$ cat config.mk
export PLATFORM = sky130hd
export DESIGN_NAME = peripheral_bus_dma_frame_router_unit_flat
export DESIGN_NICKNAME = d
export VERILOG_FILES = /design/src/sv/pbdfr_pkg.sv /design/src/sv/pbdfr_in_if.sv /design/src/sv/pbdfr_out_if.sv /design/src/sv/pbdfr_step.sv /design/src/sv/peripheral_bus_dma_frame_router_unit.sv /design/src/flat_wrapper.sv
export SDC_FILE = /design/constraint.sdc
export NUM_CORES = 1
export LEC_CHECK = 0
export BUFFER_PORTS_ARGS = -buffer_cell sky130_fd_sc_hd__clkbuf_2
export CAP_MARGIN = 20
export CORE_ASPECT_RATIO = 0.6
export CORE_MARGIN = 1
export CORE_UTILIZATION = 35
export DETAILED_ROUTE_END_ITERATION = 7
export PLACE_DENSITY = 0.67
export SYNTH_ARGS = -nofsm -noshare
export SYNTH_HDL_FRONTEND = slang
export SYNTH_SLANG_ARGS = --single-unit
export TNS_END_PERCENT = 20
$ cat constraint.sdc
create_clock -name clk -period 12.3 [get_ports clk]
set_input_delay 1.23 -clock clk [delete_from_list [all_inputs] [get_ports clk]]
set_output_delay 1.23 -clock clk [all_outputs]
set_load 0.05 [all_outputs]
$ cat src/sv/pbdfr_pkg.sv
package pbdfr_pkg;

  // number of ports on the peripheral bus that can hold a unit
  localparam int PORT_COUNT = 4;
  localparam logic [2:0] PORT_LIMIT = 3'(PORT_COUNT);

  // bits per port in the connected map
  localparam int PORT_MAP_BITS = 6;

  // sub-unit code of the main unit
  localparam logic [2:0] SUB_MAIN = 3'd5;

  // reply header when the unit is missing
  localparam logic [31:0] RESP_MISSING = 32'hFFFF_FFFF;

  // reply header bytes
  localparam logic [10:0] HEADER_BYTES = 11'd4;

  // descriptor stride for operations other than frame transfer
  localparam logic [28:0] SKIP_STRIDE = 29'd4;

  // main RAM region code in destination bits 28:26
  localparam logic [2:0] RAM_REGION = 3'd3;

  // input item codes
  typedef enum logic [1:0] {
    OPC_VBLANK   = 2'd0,
    OPC_START    = 2'd1,
    OPC_HOLD_CLR = 2'd2,
    OPC_DESC     = 2'd3
  } opcode_t;

  // configuration register indexes
  typedef enum logic [2:0] {
    REG_ENABLE        = 3'd0,
    REG_VBLANK_MODE   = 3'd1,
    REG_HOLD_AFTER_VB = 3'd2,
    REG_START_ADDRESS = 3'd3,
    REG_CONNECTED_MAP = 3'd4
  } reg_index_t;

  typedef struct packed {
    logic        enable;
    logic        vblank_mode;
    logic        hold_after_vblank;
    logic [28:0] start_address;
    logic [23:0] connected_map;
  } cfg_t;

  typedef struct packed {
    logic        walking;
    logic [28:0] walk_address;
    logic        hold_pending;
  } walk_state_t;

  typedef struct packed {
    opcode_t     opcode;
    logic        write_bit;
    logic [31:0] header_first;
    logic [31:0] header_second;
    logic [31:0] frame_word;
    logic [7:0]  device_response;
    logic [7:0]  device_reply_words;
  } item_t;

  typedef struct packed {
    logic        walk_start;
    logic [28:0] read_address;
    logic [31:0] dest_address;
    logic [1:0]  route_port;
    logic [2:0]  route_subport;
    logic        device_called;
    logic [31:0] response_word;
    logic [10:0] response_bytes;
    logic        frame_handled;
    logic        walk_done;
  } result_t;

endpackage

$ cat src/sv/pbdfr_in_if.sv
interface pbdfr_in_if;
  logic        valid;
  logic        ready;
  logic [1:0]  opcode;
  logic        write_bit;
  logic [31:0] header_first;
  logic [31:0] header_second;
  logic [31:0] frame_word;
  logic [7:0]  device_response;
  logic [7:0]  device_reply_words;

  modport source (
    output valid, opcode, write_bit, header_first, header_second, frame_word,
           device_response, device_reply_words,
    input  ready
  );

  modport sink (
    input  valid, opcode, write_bit, header_first, header_second, frame_word,
           device_response, device_reply_words,
    output ready
  );
endinterface

$ cat src/sv/pbdfr_out_if.sv
interface pbdfr_out_if;
  logic        valid;
  logic        ready;
  logic        walk_start;
  logic [28:0] read_address;
  logic [31:0] dest_address;
  logic [1:0]  route_port;
  logic [2:0]  route_subport;
  logic        device_called;
  logic [31:0] response_word;
  logic [10:0] response_bytes;
  logic        frame_handled;
  logic        walk_done;

  modport source (
    output valid, walk_start, read_address, dest_address, route_port, route_subport,
           device_called, response_word, response_bytes, frame_handled, walk_done,
    input  ready
  );

  modport sink (
    input  valid, walk_start, read_address, dest_address, route_port, route_subport,
           device_called, response_word, response_bytes, frame_handled, walk_done,
    output ready
  );
endinterface

$ cat src/sv/pbdfr_step.sv
module pbdfr_step (
  input  pbdfr_pkg::item_t       item,
  input  pbdfr_pkg::cfg_t        cfg,
  input  pbdfr_pkg::walk_state_t st,
  output pbdfr_pkg::walk_state_t st_nxt,
  output pbdfr_pkg::result_t     res
);

  logic        last;
  logic [1:0]  port;
  logic [2:0]  op;
  logic [31:0] dest_masked;
  logic [31:0] dest;
  logic [7:0]  reci;
  logic [7:0]  send;
  logic [7:0]  reci_out;
  logic [2:0]  sub;
  logic        port_ok;
  logic [5:0]  pb;
  logic        present;
  logic [8:0]  len_plus3;
  logic [28:0] frame_stride;
  logic [28:0] start_aligned;

  // descriptor field decode
  assign last        = item.header_first[31];
  assign port        = item.header_first[17:16];
  assign op          = item.header_first[10:8];
  assign reci        = item.frame_word[15:8];
  assign send        = item.frame_word[23:16];

  // destination alignment and move into main RAM
  assign dest_masked = {3'b000, item.header_second[28:5], 5'b00000};
  assign dest = (dest_masked[28:26] != pbdfr_pkg::RAM_REGION) ?
                {6'b000011, 2'b00, dest_masked[23:0]} : dest_masked;

  // lowest addressed sub-unit, sub-unit 0 when none is set
  always_comb begin
    sub = 3'd0;
    for (int i = 5; i >= 0; i--) begin
      if (reci[i]) sub = 3'(i);
    end
  end

  // units present on the addressed port
  assign port_ok = {1'b0, port} < pbdfr_pkg::PORT_LIMIT;
  assign pb      = port_ok ?
                   cfg.connected_map[5'(port) * 5'(pbdfr_pkg::PORT_MAP_BITS) +: 6] : 6'd0;
  assign present = pb[5] && ((sub == pbdfr_pkg::SUB_MAIN) || pb[sub]);
  assign reci_out = reci[5] ? (reci | {3'b000, pb[4:0]}) : reci;

  // next descriptor: header, destination and payload words
  assign len_plus3     = {1'b0, item.header_first[7:0]} + 9'd3;
  assign frame_stride  = {18'd0, len_plus3, 2'b00};
  assign start_aligned = {cfg.start_address[28:5], 5'b00000};

  // state update and result fields
  always_comb begin
    st_nxt = st;
    res    = '0;
    case (item.opcode)
      pbdfr_pkg::OPC_VBLANK: begin
        if (cfg.enable) begin
          if (!cfg.vblank_mode) begin
            st_nxt.hold_pending = 1'b0;
          end else if (!st.hold_pending && !st.walking) begin
            st_nxt.walking      = 1'b1;
            st_nxt.walk_address = start_aligned;
            res.walk_start      = 1'b1;
            if (cfg.hold_after_vblank) st_nxt.hold_pending = 1'b1;
          end
        end
      end
      pbdfr_pkg::OPC_START: begin
        if (item.write_bit && cfg.enable && !st.walking) begin
          st_nxt.walking      = 1'b1;
          st_nxt.walk_address = start_aligned;
          res.walk_start      = 1'b1;
        end
      end
      pbdfr_pkg::OPC_HOLD_CLR: begin
        if (item.write_bit) st_nxt.hold_pending = 1'b0;
      end
      pbdfr_pkg::OPC_DESC: begin
        if (st.walking) begin
          if (op == 3'd0) begin
            res.dest_address  = dest;
            res.route_port    = port;
            res.route_subport = sub;
            res.frame_handled = 1'b1;
            if (present) begin
              res.device_called  = 1'b1;
              res.response_word  = {item.device_reply_words, reci_out, send,
                                    item.device_response};
              res.response_bytes = {1'b0, item.device_reply_words, 2'b00} +
                                   pbdfr_pkg::HEADER_BYTES;
            end else begin
              res.response_word  = pbdfr_pkg::RESP_MISSING;
              res.response_bytes = pbdfr_pkg::HEADER_BYTES;
            end
            st_nxt.walk_address = st.walk_address + frame_stride;
          end else begin
            st_nxt.walk_address = st.walk_address + pbdfr_pkg::SKIP_STRIDE;
          end
          if (last) begin
            st_nxt.walking = 1'b0;
            res.walk_done  = 1'b1;
          end
        end
      end
      default: ;
    endcase
    res.read_address = st_nxt.walk_address;
  end

endmodule

$ cat src/sv/peripheral_bus_dma_frame_router_unit.sv
// Bus DMA frame router. Each item (vblank tick, start write, hold clear write
// or descriptor) is captured in an input register, then decoded and applied to
// the walk state as it moves on, once the output register is free; its result
// sits in the output register until taken. With the result side ready, items
// flow back to back at one per cycle. The walk state (running flag, walk
// address, vblank hold) is updated as each item leaves the input register, so
// consecutive items see each other's effect. Configuration is to be written
// through cfg_we/cfg_index/cfg_wdata only while the block is idle; the user
// must keep to this, as the block does not enforce it. Writes to indexes past
// the connected map are ignored.
module peripheral_bus_dma_frame_router_unit (
  input  logic              clk,
  input  logic              rst_n,
  pbdfr_in_if.sink          in_item,
  pbdfr_out_if.source       out_item,
  input  logic              cfg_we,
  input  logic [2:0]        cfg_index,
  input  logic [28:0]       cfg_wdata
);

  pbdfr_pkg::cfg_t        cfg_r;
  pbdfr_pkg::walk_state_t st_r;
  pbdfr_pkg::walk_state_t st_nxt;
  pbdfr_pkg::item_t       item_r;
  pbdfr_pkg::item_t       item_in;
  pbdfr_pkg::result_t     res_nxt;
  pbdfr_pkg::result_t     res_r;
  logic                   item_valid_r;
  logic                   out_valid_r;
  logic                   advance;
  logic                   in_take;

  // configuration registers
  always_ff @(posedge clk) begin
    if (!rst_n) begin
      cfg_r <= '0;
    end else if (cfg_we) begin
      case (cfg_index)
        pbdfr_pkg::REG_ENABLE:        cfg_r.enable            <= cfg_wdata[0];
        pbdfr_pkg::REG_VBLANK_MODE:   cfg_r.vblank_mode       <= cfg_wdata[0];
        pbdfr_pkg::REG_HOLD_AFTER_VB: cfg_r.hold_after_vblank <= cfg_wdata[0];
        pbdfr_pkg::REG_START_ADDRESS: cfg_r.start_address     <= cfg_wdata;
        pbdfr_pkg::REG_CONNECTED_MAP: cfg_r.connected_map     <= cfg_wdata[23:0];
        default: ;
      endcase
    end
  end

  // handshake: input register moves on whenever the output register frees up
  assign advance       = item_valid_r && (!out_valid_r || out_item.ready);
  assign in_item.ready = !item_valid_r || advance;
  assign in_take       = in_item.valid && in_item.ready;

  // input item packing
  assign item_in = '{
    opcode:             pbdfr_pkg::opcode_t'(in_item.opcode),
    write_bit:          in_item.write_bit,
    header_first:       in_item.header_first,
    header_second:      in_item.header_second,
    frame_word:         in_item.frame_word,
    device_response:    in_item.device_response,
    device_reply_words: in_item.device_reply_words
  };

  // input register
  always_ff @(posedge clk) begin
    if (!rst_n) begin
      item_valid_r <= 1'b0;
    end else if (in_take) begin
      item_valid_r <= 1'b1;
    end else if (advance) begin
      item_valid_r <= 1'b0;
    end
  end

  always_ff @(posedge clk) begin
    if (in_take) item_r <= item_in;
  end

  // decode and walk state update
  pbdfr_step u_step (
    .item   (item_r),
    .cfg    (cfg_r),
    .st     (st_r),
    .st_nxt (st_nxt),
    .res    (res_nxt)
  );

  always_ff @(posedge clk) begin
    if (!rst_n) begin
      st_r <= '0;
    end else if (advance) begin
      st_r <= st_nxt;
    end
  end

  // output register
  always_ff @(posedge clk) begin
    if (!rst_n) begin
      out_valid_r <= 1'b0;
    end else if (advance) begin
      out_valid_r <= 1'b1;
    end else if (out_item.ready) begin
      out_valid_r <= 1'b0;
    end
  end

  always_ff @(posedge clk) begin
    if (advance) res_r <= res_nxt;
  end

  assign out_item.valid          = out_valid_r;
  assign out_item.walk_start     = res_r.walk_start;
  assign out_item.read_address   = res_r.read_address;
  assign out_item.dest_address   = res_r.dest_address;
  assign out_item.route_port     = res_r.route_port;
  assign out_item.route_subport  = res_r.route_subport;
  assign out_item.device_called  = res_r.device_called;
  assign out_item.response_word  = res_r.response_word;
  assign out_item.response_bytes = res_r.response_bytes;
  assign out_item.frame_handled  = res_r.frame_handled;
  assign out_item.walk_done      = res_r.walk_done;

  // a finished walk leaves the block idle
  a_done_stops_walk: assert property (@(posedge clk) disable iff (!rst_n)
    advance && res_nxt.walk_done |=> !st_r.walking)
    else $error("walk still running after its last descriptor");

  // input side stalls only when both registers are full and the output waits
  a_stall_only_full: assert property (@(posedge clk) disable iff (!rst_n)
    !in_item.ready |-> item_valid_r && out_valid_r && !out_item.ready)
    else $error("input stalled with room in the pipeline");

  // a started walk always shows the aligned start address
  a_start_address: assert property (@(posedge clk) disable iff (!rst_n)
    advance && res_nxt.walk_start |=> st_r.walking && (st_r.walk_address[4:0] == 5'd0))
    else $error("walk started without an aligned address");

endmodule
$ cat src/flat_wrapper.sv
// flat-port wrapper written by rule: the top's interface ports become plain ports
module peripheral_bus_dma_frame_router_unit_flat 
  (clk, rst_n, cfg_we, cfg_index, cfg_wdata, in_item_valid, in_item_opcode, in_item_write_bit, in_item_header_first, in_item_header_second, in_item_frame_word, in_item_device_response, in_item_device_reply_words, in_item_ready, out_item_valid, out_item_walk_start, out_item_read_address, out_item_dest_address, out_item_route_port, out_item_route_subport, out_item_device_called, out_item_response_word, out_item_response_bytes, out_item_frame_handled, out_item_walk_done, out_item_ready);
  pbdfr_in_if in_item_i ();
  pbdfr_out_if out_item_i ();
  input  logic clk;
  input  logic rst_n;
  input  logic cfg_we;
  input  logic [2:0] cfg_index;
  input  logic [28:0] cfg_wdata;
  input wire logic [$bits(in_item_i.valid)-1:0] in_item_valid;
  input wire logic [$bits(in_item_i.opcode)-1:0] in_item_opcode;
  input wire logic [$bits(in_item_i.write_bit)-1:0] in_item_write_bit;
  input wire logic [$bits(in_item_i.header_first)-1:0] in_item_header_first;
  input wire logic [$bits(in_item_i.header_second)-1:0] in_item_header_second;
  input wire logic [$bits(in_item_i.frame_word)-1:0] in_item_frame_word;
  input wire logic [$bits(in_item_i.device_response)-1:0] in_item_device_response;
  input wire logic [$bits(in_item_i.device_reply_words)-1:0] in_item_device_reply_words;
  output wire logic [$bits(in_item_i.ready)-1:0] in_item_ready;
  output wire logic [$bits(out_item_i.valid)-1:0] out_item_valid;
  output wire logic [$bits(out_item_i.walk_start)-1:0] out_item_walk_start;
  output wire logic [$bits(out_item_i.read_address)-1:0] out_item_read_address;
  output wire logic [$bits(out_item_i.dest_address)-1:0] out_item_dest_address;
  output wire logic [$bits(out_item_i.route_port)-1:0] out_item_route_port;
  output wire logic [$bits(out_item_i.route_subport)-1:0] out_item_route_subport;
  output wire logic [$bits(out_item_i.device_called)-1:0] out_item_device_called;
  output wire logic [$bits(out_item_i.response_word)-1:0] out_item_response_word;
  output wire logic [$bits(out_item_i.response_bytes)-1:0] out_item_response_bytes;
  output wire logic [$bits(out_item_i.frame_handled)-1:0] out_item_frame_handled;
  output wire logic [$bits(out_item_i.walk_done)-1:0] out_item_walk_done;
  input wire logic [$bits(out_item_i.ready)-1:0] out_item_ready;
  assign in_item_i.valid = in_item_valid;
  assign in_item_i.opcode = in_item_opcode;
  assign in_item_i.write_bit = in_item_write_bit;
  assign in_item_i.header_first = in_item_header_first;
  assign in_item_i.header_second = in_item_header_second;
  assign in_item_i.frame_word = in_item_frame_word;
  assign in_item_i.device_response = in_item_device_response;
  assign in_item_i.device_reply_words = in_item_device_reply_words;
  assign in_item_ready = in_item_i.ready;
  assign out_item_valid = out_item_i.valid;
  assign out_item_walk_start = out_item_i.walk_start;
  assign out_item_read_address = out_item_i.read_address;
  assign out_item_dest_address = out_item_i.dest_address;
  assign out_item_route_port = out_item_i.route_port;
  assign out_item_route_subport = out_item_i.route_subport;
  assign out_item_device_called = out_item_i.device_called;
  assign out_item_response_word = out_item_i.response_word;
  assign out_item_response_bytes = out_item_i.response_bytes;
  assign out_item_frame_handled = out_item_i.frame_handled;
  assign out_item_walk_done = out_item_i.walk_done;
  assign out_item_i.ready = out_item_ready;
  peripheral_bus_dma_frame_router_unit u_core (.clk(clk), .rst_n(rst_n), .in_item(in_item_i), .out_item(out_item_i), .cfg_we(cfg_we), .cfg_index(cfg_index), .cfg_wdata(cfg_wdata));
endmodule
Yosys cells after proc, flatten, opt, wreduce, memory -nomap -nowiden

Cells that the tools add are included.

Register bits after elaboration: 303
Input port bits: 152
Output and inout port bits: 115
Logic and storage cells: 122

Add/sub/neg operators: 4
Multipliers: 1
Order comparisons: 1
Eq/ne operators: 16
Shift-type cells: 1
Muxes and demuxes: 35
Bitwise gates (word level): 4
Reductions and logical operators: 31

Operator list:

| cell                    | count |
|---|---|
| $mux W30                | 3 |
| $pmux W30 S3            | 1 |
| $mux W31                | 2 |
| $mux W43                | 1 |
| $add A29 B11 Y29        | 1 |
| $add A29 B3 Y29 const B | 1 |
| $mux W29                | 1 |
| $mux W28                | 1 |
| $shiftx A24 B6 Y6       | 1 |
| $mux W3                 | 6 |
| $mux W1                 | 16 |
| $reduce_and A2 Y1       | 6 |
| $reduce_and A6 Y1       | 2 |
| $add A10 B3 Y11 const B | 1 |
| $add A8 B2 Y9 const B   | 1 |
| $mux W8                 | 1 |
| $or A8 B5 Y8            | 1 |
| $eq A3 B2 Y1 const B    | 2 |
| $eq A3 B3 Y1 const B    | 2 |
| $logic_and A1 B1 Y1     | 6 |
| $logic_not A3 Y1        | 2 |
| $ne A2 B1 Y1 const B    | 3 |
| $ne A3 B3 Y1 const B    | 2 |
| $reduce_bool A2 Y1      | 3 |
| 17 further kinds        | 27 |

Longest topological paths before layout

Gate-level depths: netlist of run 1.

Depth after elaboration: 11
Gate-level depth with buffers: 15
Depth with buffers taken out: 13

By module

A second synthesis of run 1 with hierarchy kept.

Cells, all modules: 1066
Area total of the unflattened synthesis: 13172.6 µm²

Modules (own cells, without submodules):

| module                               | times used | cells an instance | area an instance (µm²) | seq. area each (µm²) |
|---|---|---|---|---|
| peripheral_bus_dma_frame_router_unit | 1          | 596               | 10298.6                | 8628.3 |
| pbdfr_step                           | 1          | 470               | 2874.0                 | 0.0 |

Least setup slack after synthesis of run 1

No wires, ideal clock.

Path kind: input to register
From: input port out_item_ready
To: register u_core.st_r[26] (netlist name)
Setup time: 77 ps
Data arrival time: 5125 ps
Data required time: 12223 ps
Slack: 7098 ps
Stages on the path: 6
Path buffers: 1
Path through: nor2b_1 nand2b_1 inv_1 clkbuf_1 a22oi_1 a21oi_1

Cells in the longest elaborated chain, start to end: 2

RTL lines:

| what                   | RTL line                                   | source |
|---|---|---|
| start: declaration     | flat_wrapper.sv:31                         | `input wire logic [$bits(out_item_i.ready)-1:0] out_item_ready;` |
| $logic_or A1 B1 Y1     | peripheral_bus_dma_frame_router_unit.sv:50 | `assign advance = item_valid_r && (!out_valid_r \|\| out_item.ready);` |
| $logic_and A1 B1 Y1    | peripheral_bus_dma_frame_router_unit.sv:50 |  |
| net u_core.advance     | peripheral_bus_dma_frame_router_unit.sv:30 | `logic advance;` |
| end signal: assignment | peripheral_bus_dma_frame_router_unit.sv:93 | `st_r <= st_nxt;` |
| end: declaration       | peripheral_bus_dma_frame_router_unit.sv:22 | `pbdfr_pkg::walk_state_t st_r;` |

The timed path passes the listed nets, and every way through them passes these cells.
A chain may end at the register's enable or synchronous reset.

==> out/qor.yml, run 1 <==
logic_synthesis:
  muxShareOfSynthArea_pct: 2.82
  synth_top_family_by_area: "simple AND/OR/NAND/NOR gates"
  avgSynthCellArea_sq_um: 11.1
  ys_seq_area_share_pct: 60.4
  synth_compound_area_share_pct: 14.1
  synth_top_area_share_pct: 45.8
  synth_area_sq_um: 11500
  synth_edf_count: 176
  synth-simple-area-share_pct: 15.5
  synth_top_area_cell: "edfxtp_1"
  synthAdderAreaFrac_pct: 1.37
  yosysMostFrequentCell: "edfxtp_1"
  synth_ff_type: "edfxtp_1"
  ys_ff_latch: 260
  yosys_warnings: 0
  syn-instance-count: 1041
  synthDistinctLibCells: 75
  yosys.area_share.xor_xnor_pct: 1.82
  synth-async-reset-ratio_pct: 0
  yosys-top-cells-area: "edfxtp_1 46%, dfxtp_1 15%, nand2_1 5.2%"
  synth_common_cells: "176 x edfxtp_1, 161 x nand2_1, 89 x a21oi_1"
floorplanning:
  die_w_um: 236
  chipHeight_um: 143
  num_rows: 51
  ioPinCount: 267
  die-area_sq_um: 33700
  core_sq_um: 32400
  start_util_pct: 35.6
timing:
  fmax_mhz: 256
  hold_viol_final: 0
  period_share_pct: 31.7
  slew_viol_final: 0
  rsz0062_at_grt: "false"
  tns_ps: 0
  finalCriticalPeriod_ps: 3900
  setup_viol: 0
  slew_headroom_pct: 20.4
  worstMarginPinSlew_ps: 1180
  worst_clock_skew_ps: 15.0
routing:
  drc: 0
  ant_nets: 0
  routed_wl_um: 31600
  post_drt_wl_per_cell_um: 19.0
  vias_per_cell: 5.29
  dr.pass1.iters: 7
  vias: 8834
  first_iter_violations: 930
clock_network:
  htree_levels: 1
  clk_pin_slew_ps: 60
  clk_latency_ps: 540
  cts_tree: "built"
  cts_buffers: 26
  cts_root_buffer: "clkbuf_16"
  post_cts_resized: 0
  clock_path_buffers: 3
  cts_setup_buffers: 0
  hold_buffers: 0
  cts_num_sinks: 260
grt:
  gr-total-overflow: 0
  grt_max_degree: 74
  antenna_found_initial: 0
  grt_pass1_vias: 8184
  use_met3_pct: 5.57
  grt_use_met2_pct: 26.5
  grt.total_usage_pct: 18.4
  gr-usage-met1_pct: 27.1
  grt_pass1_wl_um: 47600
  gr-max-usage-layer: "met1"
finish:
  fin_nets: 1389
  fin_cells: 1669
  drive_above_1_share_pct: 22.7
  seqCellArea_sq_um: 6970
  nFillCells: 3075
  multi_input_area_sq_um: 4150
  area_growth_pct: 19.2
  n_antenna_cell: 0
setup_path:
  arrival_ps: 4190
  cp-end-kind: "flop"
  required_ps: 12590
  cp_max_fo: 14
  cp-start-kind: "flop"
  crit_type: "reg2reg"
run:
  cap_violations: 0
min_path:
  hold_path_class: "reg2reg"
power_and_ir_drop:
  power.leakage_nw: 5.22
  power_density_nw_per_um2: 141
  peakVddDrop_mv: 0.0872
place:
  port_buffers: 214
  place.gp.congestion: 0.924
  dp.cells: 1620
  place_hpwl_um: 21900
outcome:
  status: "finished clean"
-- registers in the layout (all words and copies together), names as in the netlist --
register / flops
u_core.cfg_r: 51
u_core.item_r: 73
u_core.item_valid_r: 1
u_core.out_item.dest_address: 24
u_core.out_item.device_called: 1
u_core.out_item.frame_handled: 1
u_core.out_item.read_address: 29
u_core.out_item.response_bytes: 9
u_core.out_item.response_word: 32
u_core.out_item.route_port: 2
u_core.out_item.route_subport: 3
u_core.out_item.valid: 1
u_core.out_item.walk_done: 1
u_core.out_item.walk_start: 1
u_core.st_r: 31
-- worst max-delay path: stages, from the launching register on --
cell	delay [ps]
edfxtp_1	390
nor3_2	490
nand2_1	120
nor4_1	400
ha_1	380
a21oi_1	260
nand2_1	120
or4_1	820
nand4_1	290
mux2i_1	100
a221o_1	270
-- kinds of logic (layout without fill, tap and decap cells) --
group | after synthesis | count (layout)
adders and majority gates | 12 | 12
other | 1 | 11
DFF | 260 | 260
buffers and inverters | 98 | 292
AOI/OAI and AO/OA | 249 | 249
xor gates and xnor gates | 24 | 24
and+or+nand+nor | 375 | 375
muxes | 22 | 22
-- worst paths after layout --
check	slack, ps	start	end	cells after the start
max reg2reg	8400	u_core.item_r[89]$_DFFE_PP_	u_core.out_item.read_address[28]$_DFFE_PP_	10
max	8400	u_core.item_r[89]$_DFFE_PP_	u_core.out_item.read_address[28]$_DFFE_PP_	10
min	460	u_core.cfg_r[14]$_SDFFE_PN0P_	u_core.cfg_r[14]$_SDFFE_PN0P_	2
min reg2reg	460	u_core.cfg_r[14]$_SDFFE_PN0P_	u_core.cfg_r[14]$_SDFFE_PN0P_	2
-- routing by layer --
layer	vias to the layer above	routed length [um]	share of wire, %
met1	4232	14400	46
met2	386	13400	42
met3	33	3370	11
li1	4183	-	-
met5	-	0	0
met4	0	472	1.5
-- through the flow --
step                      power [mW]  hold WS, ps  instance area [sq um]  setup WS [ps]  util, %
after floorplan                 1.11          432                  11600           7100        -
after global placement          1.16          438                  12900           8560     39.7
after detailed placement        1.16          445                  12900           8470     39.7
after CTS                       1.96          454                  13700           8440     42.3
after global routing            2.01          475                  13700           8090     42.4
final                           1.94          456                  13700           8400     42.4
-- cells in the final DEF, fill, tap and decap left out, types with 9 or more instances in the layout --
master	instances
a22oi_1	10
and3_1	33
edfxtp_1	176
nand3_1	29
and2_1	9
nor3_1	18
xnor2_1	12
o21ai_0	31
xor2_1	12
nand2b_1	10
clkbuf_16	27
mux2i_1	13
clkbuf_2	214
a31oi_1	9
dfxtp_1	84
o21a_1	32
conb_1	11
nand4_1	15
nand2_1	161
a21oi_1	89
ha_1	11
nor2_1	58
inv_1	18
-- cell type report --
class	count	area share [%]
Inverter	21	0.592
Clock buffer	32	5.27
Multi-Input combinational cell	693	30.2
Clock inverter	16	0.983
Sequential cell	260	50.7
Timing Repair Buffer	223	8.43
Tap cell	424	3.86
-- power by group --
group / leakage, nW / internal (mW) / total (mW) / switching [mW]
sequential: 2.40 / 0.966 / 0.986 / 0.0205
clock: 0.415 / 0.460 / 0.801 / 0.341
combinational: 2.40 / 0.0400 / 0.156 / 0.116
total: 5.22 / 1.47 / 1.94 / 0.477
(Power assumes the default switching activity.)
==> run 2, diff against run 1 <==
==> constraint.sdc (replaced) <==
create_clock -name clk -period 3.7 [get_ports clk]
set_input_delay 0.37 -clock clk [delete_from_list [all_inputs] [get_ports clk]]
set_output_delay 0.37 -clock clk [all_outputs]
set_load 0.05 [all_outputs]
==> out/qor.yml, run 2 (synthesis results as in run 1) <==
outcome:
  status: "finished clean"  # unchanged
routing:
  post_drt_wl_per_cell_um: 18.8  # was 19.0 um
  dr.pass1.iters: 5  # was 7
  vias: 9121  # was 8,834
  vias_per_cell: 5.22  # was 5.29
  ant_nets: 0  # unchanged
  first_iter_violations: 780  # was 930
  routed_wl_um: 32900  # was 31,600 um
  drc: 0  # unchanged
power_and_ir_drop:
  internal_power_mw: 4.83  # was 1.47 mW
  power_density_nw_per_um2: 447  # was 141 nW/um^2
  p_seq_share_pct: 50.8  # about the same
  p_clk_share_pct: 40.2  # was 41.2%
  power_switching_mw: 1.62  # was 477 uW
  peakVddDrop_mv: 0.359  # was 0.0872 mV
  p_comb_share_pct: 9.0  # was 8.0%
  sw_frac_of_total_pct: 25.1  # was 24.6%
  power.leakage_nw: 5.54  # was 5.22 nW
finish:
  fin_nets: 1465  # was 1,389
  regMostFlops: "u_core.item_r"  # unchanged
  fin_cells: 1746  # was 1,669
  fin_area_sq_um: 14400  # was 13,700 sq um
  largest_register_ffs: 73  # unchanged
  area_growth_pct: 25.3  # was 19.2%
  layout_commonest_cell: "clkbuf_2"  # unchanged
  nFillCells: 3065  # was 3,075
  final_cell_mix: "214 x clkbuf_2, 176 x edfxtp_1, 161 x nand2_1"  # unchanged
  seqCellArea_sq_um: 6970  # unchanged
  multi_input_area_sq_um: 4150  # about the same
  drive_above_1_share_pct: 22.2  # was 22.7%
setup_path:
  critPathTopFamily: "simple AND/OR/NAND/NOR gates"  # unchanged
  r2r-end: "u_core.st_r[23]$_SDFFE_PN0P_"  # was u_core.out_item.read_address[28]$_DFFE_PP_
  cp_num_cells: 10  # unchanged
  required_ps: 4100  # was 12,590 ps
  cp-start-kind: "flop"  # unchanged
  crit_type: "reg2reg"  # unchanged
  slowest_stage: "or4_4"  # was or4_1
  crit_path_cell_trace: "inv_1 -> ha_1 -> nor4_1 -> ha_1 -> a21oi_1 -> nand2_1 -> or4_4 -> and3_1 -> a222oi_1 -> a21oi_1"  # was nor3_2 -> nand2_1 -> nor4_1 -> ha_1 -> a21oi_1 -> nand2_1 -> or4_1 -> nand4_1 -> mux2i_1 -> a221o_1
  arrival_ps: 3780  # was 4190 ps
  regToRegStartpoint: "u_core.item_r[80]$_DFFE_PP_"  # was u_core.item_r[89]$_DFFE_PP_
  cp_max_fo: 14  # unchanged
  crit_buf_inv: 1  # was 0
  rrSetupSlack_ps: 320  # was 8400 ps
  cp-end-kind: "flop"  # unchanged
  critPathCapture: "u_core.st_r[23]$_SDFFE_PN0P_"  # was u_core.out_item.read_address[28]$_DFFE_PP_
  crit_path_start: "u_core.item_r[80]$_DFFE_PP_"  # was u_core.item_r[89]$_DFFE_PP_
  cp_slowest_stage_delay_ps: 650  # was 820 ps
  r2r_cells: 10  # unchanged
floorplanning:
  num_rows: 51  # unchanged
  die-area_sq_um: 33700  # unchanged
  die_w_um: 236  # unchanged
  core_sq_um: 32400  # unchanged
  chipHeight_um: 143  # unchanged
  ioPinCount: 267  # unchanged
  start_util_pct: 35.6  # unchanged
timing:
  rsz0062_at_grt: "false"  # unchanged
  tns_ps: 0  # unchanged
  setup_viol: 0  # unchanged
  hold_viol_final: 0  # unchanged
  setup_ws_ps: 321  # was 8400 ps
  slew_headroom_pct: 37.4  # was 20.4%
  whs_ps: 31.3  # was 456 ps
  period_share_pct: 91.3  # was 31.7%
  worstMarginPinSlew_ps: 936  # was 1180 ps
  fmax_mhz: 296  # was 256 MHz
  slew_viol_final: 0  # unchanged
  worst_clock_skew_ps: 23.5  # was 15.0 ps
  finalCriticalPeriod_ps: 3380  # was 3900 ps
grt:
  gr-total-overflow: 0  # unchanged
  antenna_found_initial: 1  # was 0
  grt_pass1_vias: 8508  # was 8,184
  grt.total_usage_pct: 19.1  # was 18.4%
  grt_pass1_wl_um: 49400  # was 47,600 um
  grt_max_degree: 70  # was 74
clock_network:
  cts_tree: "built"  # unchanged
  clk_pin_slew_ps: 70  # was 60 ps
  clock_path_buffers: 3  # unchanged
  cts_root_buffer: "clkbuf_16"  # unchanged
  cts_num_sinks: 260  # unchanged
  cts_buffers: 26  # unchanged
  clk_latency_ps: 550  # was 540 ps
  cts_setup_buffers: 0  # unchanged
  htree_levels: 1  # unchanged
place:
  pre_cts_slack_ps: 152  # was 8470 ps
  place_hpwl_um: 22400  # was 21,900 um
  place.gp.congestion: 0.896  # was 0.924
  port_buffers: 214  # unchanged
  placed_area_sq_um: 13000  # was 12,900 sq um
  dp.cells: 1631  # was 1,620
min_path:
  hold_path_class: "in2reg"  # was reg2reg
  min_delay_path_depth: 1  # was 2
run:
  cap_violations: 0  # unchanged
## run 2: changes by cell type in the layout (fill, tap and decap cells not counted), sizes merged
cell / previous run / this run
buf: 9 / 19
bufinv: 2 / 1
clkbuf: 246 / 247
clkinv: 11 / 12
clkinvlp: 4 / 1
diode: 0 / 2
dlygate4sd3: 0 / 66
inv: 20 / 21
## run 2: per-layer routing
layer	track usage, %	vias up	wire length [um]
met5	1.88	-	90
met4	3.18	2	429
met3	6.25	35	3180
li1	-	4342	-
met2	28.7	366	14300
met1	26.9	4376	14900
## run 2: how the worst min path moves through the flow
stage,start,end,slack (ps)
final,in_item_frame_word[12],u_core.item_r[28]$_DFFE_PP_,30
after global routing,in_item_frame_word[12],u_core.item_r[28]$_DFFE_PP_,0.9
after detailed placement,u_core.cfg_r[12]$_SDFFE_PN0P_,u_core.cfg_r[12]$_SDFFE_PN0P_,440
after CTS,in_item_header_first[10],u_core.item_r[90]$_DFFE_PP_,3
after global placement,u_core.cfg_r[7]$_SDFFE_PN0P_,u_core.cfg_r[7]$_SDFFE_PN0P_,440
after floorplan,u_core.cfg_r[10]$_SDFFE_PN0P_,u_core.cfg_r[10]$_SDFFE_PN0P_,430
## run 2: area by class of cell
type,instances,share of cell area (%)
diodes,2,0.0346
well taps,424,3.67
flip-flops and latches,260,48.2
multi-input cells,693,28.7
repair buffers,299,13.1
clock buffers,33,4.96
inverters,21,0.563
clock inverters,14,0.745
## run 2: repair_timing
item | CTS | global route
endpoints found under the hold margin | 66 | 0
hold buffers | 66 | 0
setup endpoints to repair | 0 | 7
gates resized for setup | 0 | 1
## run 2: power by group through the flow
stage	registers (mW)	logic, mW	clock network, mW
4_1_cts	3.28	0.584	2.66
3_5_place_dp	3.34	0.527	0
2_1_floorplan	3.45	0.224	0
3_3_place_gp	3.34	0.521	0
6_report	3.28	0.584	2.59
5_1_grt	3.29	0.624	2.77
## run 2: metrics by stage
stage                     util [%]  power (mW)
after floorplan                  -        3.68
after global placement        40.0        3.86
after detailed placement      40.0        3.87
after CTS                     44.5        6.52
after global routing          44.6        6.68
final                         44.6        6.46
==> run 3, diff against run 2 <==
--- a/config.mk
+++ b/config.mk
@@ -9,9 +9,9 @@
 export CAP_MARGIN = 20
 export CORE_ASPECT_RATIO = 0.6
 export CORE_MARGIN = 1
-export CORE_UTILIZATION = 35
+export CORE_UTILIZATION = 30
 export DETAILED_ROUTE_END_ITERATION = 7
-export PLACE_DENSITY = 0.67
+export PLACE_DENSITY = 0.61
 export SYNTH_ARGS = -nofsm -noshare
 export SYNTH_HDL_FRONTEND = slang
 export SYNTH_SLANG_ARGS = --single-unit
==> out/qor.yml, run 3 (synthesis results as in run 1) <==
power_and_ir_drop:
  sw_frac_of_total_pct: 25.3  # was 25.1%
  p_comb_share_pct: 9.1  # was 9.0%
  peakVddDrop_mv: 0.330  # was 0.359 mV
  p_clk_share_pct: 40.3  # was 40.2%
  power.leakage_nw: 5.54  # about the same
  power_density_nw_per_um2: 444  # was 447 nW/um^2
  power_switching_mw: 1.64  # was 1.62 mW
  p_seq_share_pct: 50.6  # was 50.8%
  internal_power_mw: 4.84  # was 4.83 mW
timing:
  finalCriticalPeriod_ps: 3350  # was 3380 ps
  fmax_mhz: 299  # was 296 MHz
  whs_ps: 24.3  # was 31.3 ps
  worstMarginPinSlew_ps: 926  # was 936 ps
  setup_viol: 0  # unchanged
  hold_viol_final: 0  # unchanged
  period_share_pct: 90.5  # was 91.3%
  worst_clock_skew_ps: 22.9  # was 23.5 ps
  tns_ps: 0  # unchanged
  slew_viol_final: 0  # unchanged
  rsz0062_at_grt: "false"  # unchanged
  slew_headroom_pct: 38.1  # was 37.4%
routing:
  drc: 8  # was 0
  vias_per_cell: 4.98  # was 5.22
  dr.pass1.iters: 8  # was 5
  first_iter_violations: 748  # was 780
  ant_nets: 0  # unchanged
  vias: 9161  # was 9,121
  routed_wl_um: 34200  # was 32,900 um
  post_drt_wl_per_cell_um: 18.6  # was 18.8 um
place:
  place.gp.congestion: 0.878  # was 0.896
  dp.cells: 1719  # was 1,631
  place_hpwl_um: 23400  # was 22,400 um
  port_buffers: 214  # unchanged
setup_path:
  arrival_ps: 3760  # was 3780 ps
  cp-start-kind: "flop"  # unchanged
  cp-end-kind: "flop"  # unchanged
  crit_type: "reg2reg"  # unchanged
  cp_max_fo: 14  # unchanged
  regToRegStartpoint: "u_core.item_r[80]$_DFFE_PP_"  # unchanged
  required_ps: 4110  # was 4100 ps
  crit_path_start: "u_core.item_r[80]$_DFFE_PP_"  # unchanged
finish:
  seqCellArea_sq_um: 6970  # unchanged
  layout_commonest_cell: "clkbuf_2"  # unchanged
  fin_nets: 1467  # was 1,465
  nFillCells: 3637  # was 3,065
  area_growth_pct: 26.6  # was 25.3%
  largest_register_ffs: 73  # unchanged
  fin_cells: 1841  # was 1,746
  final_cell_mix: "214 x clkbuf_2, 176 x edfxtp_1, 161 x nand2_1"  # unchanged
  regMostFlops: "u_core.item_r"  # unchanged
  multi_input_area_sq_um: 4150  # about the same
  drive_above_1_share_pct: 21.8  # was 22.2%
clock_network:
  cts_tree: "built"  # unchanged
  cts_buffers: 27  # was 26
  clock_path_buffers: 3  # unchanged
  cts_root_buffer: "clkbuf_16"  # unchanged
  cts_num_sinks: 260  # unchanged
  clk_pin_slew_ps: 70  # about the same
  htree_levels: 1  # unchanged
  post_cts_resized: 0  # unchanged
  clk_latency_ps: 560  # was 550 ps
floorplanning:
  die-area_sq_um: 39200  # was 33,700 sq um
  core_sq_um: 37800  # was 32,400 sq um
  chipHeight_um: 154  # was 143 um
  num_rows: 55  # was 51
  ioPinCount: 267  # unchanged
  start_util_pct: 30.5  # was 35.6%
  die_w_um: 255  # was 236 um
grt:
  grt_max_degree: 74  # was 70
  grt.total_usage_pct: 17.2  # was 19.1%
  gr-total-overflow: 0  # unchanged
  grt_pass1_wl_um: 51500  # was 49,400 um
  antenna_found_initial: 4  # was 1
  grt_pass1_vias: 8715  # was 8,508
min_path:
  min_from: "in_item_opcode[0]"  # was in_item_frame_word[12]
  hold_path_class: "in2reg"  # unchanged
run:
  cap_violations: 0  # unchanged
outcome:
  status: "finished with violations"  # was finished clean
  failed_checks: "design-rule violations"
==> run 3: critical path: stages, from the launching register on <==
cell and delay (ps):
edfxtp_1 380, inv_1 80, ha_1 230, nor4_1 430, ha_1 360, a21oi_1 240, nand2_1 100, or4_1 510
buf_4 210, and3_1 240, a222oi_1 310, a21oi_1 120
==> run 3: routing by layer <==
metal	vias to the layer above	GRT usage, %	wire, um
li1	4354	-	-
met1	4437	25.4	16200
met2	328	25.0	14400
met3	42	4.67	3030
met4	0	3.48	573
met5	-	0	0
==> run 3: path summary, 6_finish.rpt <==
kind                                                     end  slack (ps)  depth (start not counted)
worst max-delay path            u_core.st_r[29]$_SDFFE_PN0P_         350                         11
worst min-delay path            u_core.item_r[113]$_DFFE_PP_          20                          1
worst max register to register  u_core.st_r[29]$_SDFFE_PN0P_         350                         11
worst min register to register  u_core.cfg_r[7]$_SDFFE_PN0P_         450                          2
==> run 3: layout make-up <==
class	instances	area share, %
Sequential cell	260	47.7
Inverter	21	0.557
Multi-Input combinational cell	693	28.4
Timing Repair Buffer	300	13.1
Clock buffer	37	5.24
Antenna cell	4	0.0686
Clock inverter	13	0.471
Tap cell	513	4.40
==> run 3: what timing repair did <==
action / CTS / global route
hold buffers: 66 / 1
setup buffers: 0 / 0
endpoints found under the hold margin: 66 / 1
==> run 3: per-stage QoR <==
step / area (sq um) / util [%] / total power, mW / setup slack, ps
2_1_floorplan: 11600 / - / 3.68 / 407
3_5_place_dp: 13100 / 34.6 / 3.87 / 428
3_3_place_gp: 13100 / 34.6 / 3.86 / 450
5_1_grt: 14600 / 38.6 / 6.73 / 226
6_report: 14600 / 38.6 / 6.48 / 351
4_1_cts: 14600 / 38.5 / 6.56 / 402
==> run 3: power groups by stage <==
stage,Sequential (mW),Combinational [mW],Clock (mW)
finish,3.27,0.590,2.61
CTS,3.27,0.588,2.70
global placement,3.33,0.525,0
detailed placement,3.34,0.531,0
global route,3.29,0.634,2.81
floorplan,3.45,0.224,0
